### src/design/ialu_pkg.sv
// Shared types, opcodes and controller/datapath interface structs for the
// integer ALU with power. No dependencies.
package ialu_pkg;

    localparam int WORD_WIDTH = 32;
    localparam int OP_WIDTH   = 3;
    localparam int CNT_WIDTH  = $clog2(WORD_WIDTH);

    typedef logic [WORD_WIDTH-1:0] t_word;
    typedef logic [OP_WIDTH-1:0]   t_op;
    typedef logic [CNT_WIDTH-1:0]  t_cnt;

    localparam t_op OP_ADD = 3'd0;
    localparam t_op OP_SUB = 3'd1;
    localparam t_op OP_MUL = 3'd2;
    localparam t_op OP_DIV = 3'd3;
    localparam t_op OP_REM = 3'd4;
    localparam t_op OP_POW = 3'd5;
    localparam t_op OP_CMP = 3'd6;

    localparam t_cnt CNT_LAST = CNT_WIDTH'(WORD_WIDTH - 1);

    typedef struct packed {
        logic load;
        logic step;
        logic finish;
    } t_cmd;

    typedef struct packed {
        logic run_done;
    } t_status;

endpackage

### src/design/ialu_ctrl.sv
// Controller state machine for the integer ALU: load, iterate, finish.
// Depends on ialu_pkg for the command and status structs.
module ialu_ctrl (
    input  logic              i_clk,
    input  logic              i_rst_n,
    input  logic              start,
    input  ialu_pkg::t_status i_status,
    output ialu_pkg::t_cmd    o_cmd,
    output logic              busy,
    output logic              o_done
);

    localparam logic [1:0] S_IDLE = 2'd0;
    localparam logic [1:0] S_RUN  = 2'd1;
    localparam logic [1:0] S_FIN  = 2'd2;

    logic [1:0] r_state;
    logic [1:0] n_state;
    logic       r_done;

    always_comb begin
        n_state = r_state;
        o_cmd   = '0;
        unique case (r_state)
            S_IDLE: begin
                if (start) begin
                    o_cmd.load = 1'b1;
                    n_state    = S_RUN;
                end
            end
            S_RUN: begin
                o_cmd.step = 1'b1;
                if (i_status.run_done) begin
                    n_state = S_FIN;
                end
            end
            S_FIN: begin
                o_cmd.finish = 1'b1;
                n_state      = S_IDLE;
            end
            default: begin
                n_state = S_IDLE;
            end
        endcase
    end

    always_ff @(posedge i_clk) begin
        if (!i_rst_n) begin
            r_state <= S_IDLE;
            r_done  <= 1'b0;
        end else begin
            r_state <= n_state;
            r_done  <= o_cmd.finish;
        end
    end

    assign busy   = (r_state != S_IDLE);
    assign o_done = r_done;

endmodule

### src/design/ialu_dpath.sv
// Datapath for the integer ALU: operand registers, restoring divider,
// square-and-multiply power and the result register.
// Depends on ialu_pkg.
module ialu_dpath (
    input  logic              i_clk,
    input  ialu_pkg::t_cmd    i_cmd,
    input  ialu_pkg::t_op     i_op,
    input  ialu_pkg::t_word   i_operand_a,
    input  ialu_pkg::t_word   i_operand_b,
    output ialu_pkg::t_status o_status,
    output ialu_pkg::t_word   o_value,
    output logic              o_error_code
);

    localparam int W = ialu_pkg::WORD_WIDTH;

    ialu_pkg::t_op   r_op;
    ialu_pkg::t_word r_a;
    ialu_pkg::t_word r_b;
    ialu_pkg::t_word r_acc;
    ialu_pkg::t_word r_rem;
    ialu_pkg::t_cnt  r_cnt;
    logic            r_neg_a;
    logic            r_neg_b;
    ialu_pkg::t_word r_value;
    logic            r_err;

    logic            ld_div;
    ialu_pkg::t_word mag_a;
    ialu_pkg::t_word mag_b;
    logic            is_divop;
    logic            iter_div;
    logic            iter_pow;
    ialu_pkg::t_word mul_y;
    ialu_pkg::t_word prod;
    ialu_pkg::t_word square;
    logic [W:0]      trial;
    ialu_pkg::t_word n_value;
    logic            n_err;

    assign ld_div = (i_op == ialu_pkg::OP_DIV) || (i_op == ialu_pkg::OP_REM);
    assign mag_a  = i_operand_a[W-1] ? (~i_operand_a + 1'b1) : i_operand_a;
    assign mag_b  = i_operand_b[W-1] ? (~i_operand_b + 1'b1) : i_operand_b;

    assign is_divop = (r_op == ialu_pkg::OP_DIV) || (r_op == ialu_pkg::OP_REM);
    assign iter_div = is_divop && (r_b != '0);
    assign iter_pow = (r_op == ialu_pkg::OP_POW) && !r_b[W-1];

    assign mul_y  = (r_op == ialu_pkg::OP_POW) ? r_acc : r_b;
    assign prod   = r_a * mul_y;
    assign square = r_a * r_a;
    assign trial  = {r_rem, r_a[W-1]} - {1'b0, r_b};

    always_comb begin
        if (iter_div) begin
            o_status.run_done = (r_cnt == ialu_pkg::CNT_LAST);
        end else if (iter_pow) begin
            o_status.run_done = (r_b[W-1:1] == '0);
        end else begin
            o_status.run_done = 1'b1;
        end
    end

    always_comb begin
        n_value = '0;
        n_err   = 1'b0;
        case (r_op)
            ialu_pkg::OP_ADD: n_value = r_a + r_b;
            ialu_pkg::OP_SUB: n_value = r_a - r_b;
            ialu_pkg::OP_MUL: n_value = prod;
            ialu_pkg::OP_DIV: begin
                if (r_b == '0) begin
                    n_err = 1'b1;
                end else begin
                    n_value = (r_neg_a ^ r_neg_b) ? (~r_a + 1'b1) : r_a;
                end
            end
            ialu_pkg::OP_REM: begin
                if (r_b == '0) begin
                    n_err = 1'b1;
                end else begin
                    n_value = r_neg_a ? (~r_rem + 1'b1) : r_rem;
                end
            end
            ialu_pkg::OP_POW: begin
                if (!r_b[W-1]) begin
                    n_value = r_acc;
                end else if (r_a == '1) begin
                    n_value = r_b[0] ? '1 : W'(1);
                end else if (r_a == '0) begin
                    n_err = 1'b1;
                end else if (r_a == W'(1)) begin
                    n_value = W'(1);
                end
            end
            ialu_pkg::OP_CMP: begin
                if ($signed(r_a) < $signed(r_b)) begin
                    n_value = '1;
                end else if (r_a != r_b) begin
                    n_value = W'(1);
                end
            end
            default: n_value = '0;
        endcase
    end

    always_ff @(posedge i_clk) begin
        if (i_cmd.load) begin
            r_op    <= i_op;
            r_a     <= ld_div ? mag_a : i_operand_a;
            r_b     <= ld_div ? mag_b : i_operand_b;
            r_neg_a <= i_operand_a[W-1];
            r_neg_b <= i_operand_b[W-1];
            r_acc   <= W'(1);
            r_rem   <= '0;
            r_cnt   <= '0;
        end else if (i_cmd.step) begin
            if (iter_div) begin
                r_cnt <= r_cnt + 1'b1;
                if (!trial[W]) begin
                    r_rem <= trial[W-1:0];
                    r_a   <= {r_a[W-2:0], 1'b1};
                end else begin
                    r_rem <= {r_rem[W-2:0], r_a[W-1]};
                    r_a   <= {r_a[W-2:0], 1'b0};
                end
            end else if (iter_pow) begin
                if (r_b[0]) begin
                    r_acc <= prod;
                end
                r_a <= square;
                r_b <= {1'b0, r_b[W-1:1]};
            end
        end
        if (i_cmd.finish) begin
            r_value <= n_value;
            r_err   <= n_err;
        end
    end

    assign o_value      = r_value;
    assign o_error_code = r_err;

endmodule

### src/design/integer_alu_with_power.sv
// Top level of the signed integer ALU with power.
// Depends on ialu_pkg, ialu_ctrl and ialu_dpath.
//
// Usage: drive i_op, i_operand_a and i_operand_b and raise start while busy
// is low; the item is taken at that clock edge. busy stays high until the
// result is ready. o_done is high for exactly one cycle with o_value and
// o_error_code; the receiver must take it then, it cannot stall the block.
// busy is already low in that strobe cycle, so a new item may start there.
// Sequence: the accepting edge loads the operands; the controller then runs
// the iteration steps, then a finish state that registers the result, and
// the strobe follows. Add, subtract, multiply, compare, zero-divisor and
// negative-exponent cases need no iteration. Divide and remainder produce one
// quotient bit per cycle in the restoring divider. Power takes n steps,
// n = index of the highest set exponent bit plus one (minimum 1), one
// square-and-multiply step per cycle.
// Items do not overlap; start is ignored while busy is high.
// Reset (i_rst_n low, synchronous) returns the controller to idle and drops
// o_done; datapath registers (o_value, o_error_code included) are not reset.
module integer_alu_with_power (
    input  logic                                  i_clk,
    input  logic                                  i_rst_n,
    input  logic                                  start,
    output logic                                  busy,
    input  ialu_pkg::t_op                         i_op,
    input  logic signed [ialu_pkg::WORD_WIDTH-1:0] i_operand_a,
    input  logic signed [ialu_pkg::WORD_WIDTH-1:0] i_operand_b,
    output logic                                  o_done,
    output logic signed [ialu_pkg::WORD_WIDTH-1:0] o_value,
    output logic                                  o_error_code
);

    ialu_pkg::t_cmd    cmd;
    ialu_pkg::t_status status;
    ialu_pkg::t_word   value;

    ialu_ctrl u_ctrl (
        .i_clk    (i_clk),
        .i_rst_n  (i_rst_n),
        .start    (start),
        .i_status (status),
        .o_cmd    (cmd),
        .busy     (busy),
        .o_done   (o_done)
    );

    ialu_dpath u_dpath (
        .i_clk        (i_clk),
        .i_cmd        (cmd),
        .i_op         (i_op),
        .i_operand_a  (ialu_pkg::t_word'(i_operand_a)),
        .i_operand_b  (ialu_pkg::t_word'(i_operand_b)),
        .o_status     (status),
        .o_value      (value),
        .o_error_code (o_error_code)
    );

    assign o_value = $signed(value);

endmodule
### config.mk
export PLATFORM = sky130hd
export DESIGN_NAME = integer_alu_with_power
export DESIGN_NICKNAME = d
export VERILOG_FILES = /design/src/design/ialu_pkg.sv /design/src/design/ialu_ctrl.sv /design/src/design/ialu_dpath.sv /design/src/design/integer_alu_with_power.sv
export SDC_FILE = /design/constraint.sdc
export NUM_CORES = 2
export LEC_CHECK = 0
export ABC_AREA = 1
export ABC_CLOCK_PERIOD_IN_PS = 9600
export BUFFER_PORTS_ARGS = -buffer_cell sky130_fd_sc_hd__buf_2
export CAP_MARGIN = 40
export CORE_MARGIN = 5
export CORE_UTILIZATION = 45
export DETAILED_ROUTE_END_ITERATION = 8
export PLACE_DENSITY = 0.61
export SLEW_MARGIN = 25
export SYNTH_ARGS = -nofsm -noshare
export SYNTH_HDL_FRONTEND = slang
export SYNTH_SLANG_ARGS = --single-unit
export TNS_END_PERCENT = 10
### constraint.sdc
create_clock -name i_clk -period 9.6 [get_ports i_clk]
set_input_delay 1.44 -clock i_clk [delete_from_list [all_inputs] [get_ports i_clk]]
set_output_delay 1.44 -clock i_clk [all_outputs]
set_load 0.02 [all_outputs]
== Word level (Yosys, flattened, before mapping) ==
Cells that the tools add are included.

* Flip-flop bits (word level): 174

* Eq/ne operators: 17
* Reduce and logical (&&, ||, !) cells: 21
* $lt $le $gt $ge: 1
* Multiply operators: 2
* Bitwise operators: 6
* Muxes and demuxes: 41
* $add $sub $neg: 8

{| class="wikitable"
|+ Operator list
! operator !! number
|-
| two-way mux 32 bit || 23
|-
| case mux 32 bit (7 select lines) || 1
|-
| adder 32 x 1 -> 32 bit (second input constant) || 4
|-
| inverter 32 bit || 4
|-
| zero test 32 bit || 2
|-
| multiplier 32 x 32 -> 32 bit || 2
|-
| subtractor 33 x 32 -> 33 bit || 1
|-
| adder 32 bit || 1
|-
| equality test 32 x 1 -> 1 bit (second input constant) || 1
|-
| equality test 32 bit (second input constant) || 1
|-
| < comparator 32 bit || 1
|-
| inequality test 32 bit || 1
|-
| nonzero test 32 bit || 1
|-
| subtractor 32 bit || 1
|-
| zero test 31 bit || 1
|-
| two-way mux 1 bit || 13
|-
| equality test 3 bit (second input constant) || 4
|-
| equality test 3 x 2 -> 1 bit (second input constant) || 3
|-
| inequality test 2 bit (second input constant) || 3
|-
| AND reduction 2 bit || 3
|-
| nonzero test 2 bit || 3
|-
| adder 5 x 1 -> 5 bit (second input constant) || 1
|-
| equality test 5 bit (second input constant) || 1
|-
| two-way mux 2 bit || 2
|-
| 16 further kinds || 18
|}

== Longest topological paths before layout ==
* Depth after elaboration: 6
* Mapped depth: 39
* Mapped depth without buffers: 37

== Hierarchy ==
From an unflattened synthesis, not the netlist that was laid out.

* Cells, all modules: 6167
* Area total of the unflattened synthesis: 46372.0 um^2

{| class="wikitable"
|+ Modules (own cells, without submodules)
! module !! area an instance (um^2) !! cells each !! seq. area each (um^2) !! times used
|-
| ialu_dpath || 46233.1 || 6149 || 4444.3 || 1
|-
| ialu_ctrl || 138.9 || 18 || 60.1 || 1
|}

== Least setup slack after synthesis ==
No wires, ideal clock.

* Path type: reg-to-reg
* Start: register u_dpath.r_op[1]
* End: register u_dpath.r_value[29] (netlist: u_dpath.o_value[29]) (data pin)
* Buffers on the path: 3
* Required time: 9.332 ns
* Data arrival time: 7.199 ns
* Path slack: 2.133 ns
* Setup time: 0.268 ns
* Cell stages (with the launch flop): 30
* Cell sequence: edfxtp_1 > inv_2 > nand3_2 > buf_6 > buf_6 > or2_1 > nand2_1 > clkbuf_1 > nor2_1 > fa_1 > fa_1 > fa_1 > inv_1 > fa_1 > inv_1 > fa_1 > fa_1 > fa_1 > fa_1 > ha_1 > a21oi_1 > o21ai_0 > a21oi_1 > nand3_1 > a21o_1 > a21oi_1 > o21ai_0 > xor2_1 > nand2_1 > nand4_1

* Word-level cells in the longest chain between the ends: 4
* Elaborated cells on any way between the ends: 10
* Those cells by class: 1 x mul; 6 x eq/ne; 2 x mux; 1 x reduce/logical

{| class="wikitable"
|+ Ends and longest elaborated chain
! what !! line !! text
|-
| start: declaration || ialu_dpath.sv:17 || <nowiki>ialu_pkg::t_op r_op;</nowiki>
|-
| start signal: assignment || ialu_dpath.sv:109 || <nowiki>r_op <= i_op;</nowiki>
|-
| equality test 3 bit || ialu_dpath.sv:49, ialu_dpath.sv:67 ||
|-
| two-way mux 32 bit || ialu_dpath.sv:49 || <nowiki>assign mul_y = (r_op == ialu_pkg::OP_POW) ? r_acc : r_b;</nowiki>
|-
| multiplier 32 x 32 -> 32 bit || ialu_dpath.sv:50 || <nowiki>assign prod = r_a * mul_y;</nowiki>
|-
| case mux 32 bit (7 select lines) (*) || ialu_dpath.sv:67 || <nowiki>case (r_op)</nowiki>
|-
| end signal: assignment || ialu_dpath.sv:136 || <nowiki>r_value <= n_value;</nowiki>
|-
| end: declaration || ialu_dpath.sv:25 || <nowiki>ialu_pkg::t_word r_value;</nowiki>
|}

Mark *: on every way between the ends. The rest lies on a longest branch, timed or not.
A chain may end at the register's enable or synchronous reset.

== Worst setup path after layout ==
* Start: register u_dpath.r_op[1]
* End: register u_dpath.r_value[30] (netlist: u_dpath.o_value[30]) (data pin)

Same word-level chain as after synthesis.

==> results_dict.tcl <==
set metrics [dict create \
    via_count 42700 \
    status "complete, no violations" \
    synthToLayoutAreaGrowth_pct 6.47 \
    finalSetupTns_ns 0 \
    crit_top_cell "fa_1" \
    stdcell_count 7636 \
    cts-root-buf "clkbuf_16" \
    first_global_vias 42500 \
    clk_latency_ns 0.51 \
    start_kind "flop" \
    die-area_sq_mm 0.110 \
    drv_cap 0 \
    drc 0 \
    finalSetupViolCount 0 \
    cts_tree "yes" \
    drv_slew 0 \
    io_buffers 104 \
    post_cts.repair.setup_buffers 0 \
    crit_slowest_cell "fa_1" \
    rsz0062_at_grt "no" \
    cp_num_buf_inv 7 \
    slew_headroom 0.329 \
    layout.cells.most_common "inv_1" \
    syn_area_per_cell_sq_um 7.43 \
    drt.antenna.violating_nets 0 \
    fin_nets 7456 \
    io_pins 105 \
    hold_viol 0 \
    synth_cells 6254 \
    drive_above_1_share 0.0541 \
    synth.distinct_cells 65 \
    grt_max_degree 76 \
    syn_nets 7456 \
    coreArea_sq_mm 0.102 \
    clkSinkCount 174 \
    cts_buffer_depth 2 \
    drt_iter0_markers 4621 \
    layout_common_cells "inv_1 (1436), nand2_1 (1132), fa_1 (778)" \
    start_util 0.455 \
    hold_class "flop to flop" \
    synth_edf_count 102 \
    syn_area_sq_mm 0.0465 \
    die_x_microns 331 \
    cts_hold_buf 0 \
    routed_via_density 5.59 \
    clk_pin_slew_worst_paths_ns 0.08 \
    fin_ws_ns 0.774 \
    async_reset_ff_frac 0 \
    max_stage_delay_ns 0.57 \
    ys_ff_latch 174 \
    die_h_microns 331 \
    synth_seq_area_share 0.0969 \
    yosysWarnings 0 \
    cts_buffers 17 \
    worstMarginPinSlew_ns 1.00 \
    firstDrtPassIters 6 \
    track_usage 0.322 \
    dpl.hpwl_microns 148000 \
    clock_skew_ns 0.0228 \
    synth-main-ff-cell "edfxtp_1" \
    wl_per_cell_microns 23.5 \
    post-route-util 0.484 \
    cp_max_fo 22 \
    fp-row-count 117 \
    htreeDepth 4 \
    gp_congestion 1.05 \
    fin_crit_ns 8.83 \
    antenna_found_initial 7 \
    dp.cells 7598 \
    wirelength_microns 179000 \
    fmax_mhz 113 \
    worstPathRequired_ns 9.87 \
    overflow 0 \
    critPathArrivalTime_ns 9.09 \
    finalCritPeriodShare 0.919 \
    grt_pass1_wl_microns 267000 \
    cpLargestDelayFamily "adder cells" \
    endpoint_kind "flop" \
    worstSetupPathType "flop to flop" \
    pre_cts_ws_ns 0.827 \
    cts-resized-gates 0 \
]
-- kinds of logic after synthesis --
family                     after synthesis  synth area share
DFF                                    174            0.0969
xor gates and xnor gates               177            0.0334
and+or+nand+nor                       2182             0.193
AOI/OAI and AO/OA                      880             0.107
adders and majority gates             1132             0.431
buffers and inverters                 1709             0.139
-- worst reg2reg max path: cells and delay by family (launching register included) --
kind                     cells  cell delay, ns
AO/OA/AOI/OAI                2            0.18
XOR/XNOR                     1            0.12
adder cells (fa/ha/maj)      9            4.38
buffers and inverters        7            1.67
flip-flops                   1            0.47
AND/OR/NAND/NOR             11            1.75
-- state kept, by name, indices dropped and copies added, names as in the netlist, 2 cells and up --
| signal | count |
|---|---|
| u_dpath.o_value | 32 |
| u_dpath.r_a | 32 |
| u_dpath.r_acc | 32 |
| u_dpath.r_b | 32 |
| u_dpath.r_rem | 32 |
| u_dpath.r_cnt | 5 |
| u_dpath.r_op | 3 |
| u_ctrl.r_state | 2 |
-- cells in the mapped netlist, drive strengths merged, types with 20 or more instances --
cell type,n,area (sq um)
xor2,105,920
edfxtp,102,3060
or2,36,225
nor3,79,407
inv,1444,5420
o21ai,352,1820
fa,778,15600
a21o,20,150
nand4,77,482
a21oi,348,1750
buf,72,334
clkbuf,182,684
o21bai,23,173
nor4,27,169
ha,354,4430
xnor2,72,631
o211ai,33,248
nand2,1138,4280
dfxtp,72,1440
nor2,616,2320
nand3,197,991
-- cell type report --
class	instances	area (sq um)
repair buffers	235	1660
clock inverters	14	170
diodes	1	2.50
well taps	1368	1710
flip-flops and latches	174	4500
clock buffers	18	439
multi-input cells	4371	35500
fillers	10400	52700
inverters	1455	5460
-- final timing paths --
kind	startpoint	end	slack, ns	cells past startpoint
worst min-delay path	u_dpath.r_acc[2]	u_dpath.r_acc[2]	0.49	2
worst max-delay path	u_dpath.r_op[1]	u_dpath.o_value[30]	0.77	30
worst min register to register	u_dpath.r_acc[2]	u_dpath.r_acc[2]	0.49	2
worst max register to register	u_dpath.r_op[1]	u_dpath.o_value[30]	0.77	30
-- metrics by stage --
stage | area [sq um] | hold slack [ns]
after floorplan | 46500 | 0.437
after global placement | 48600 | 0.451
after detailed placement | 48800 | 0.460
after CTS | 49400 | 0.475
after global routing | 49500 | 0.499
final | 49500 | 0.486
-- metal layers --
layer / GRT usage / wire [microns] / vias up
met4: 0.133 / 9310 / 8
met5: 0 / 51 / -
met2: 0.492 / 77500 / 2251
met3: 0.0791 / 19800 / 445
li1: - / - / 19200
met1: 0.439 / 72700 / 20800
Power is not shown: default switching activity piles up to over one toggle a cycle in this logic, so the estimate is an artifact.
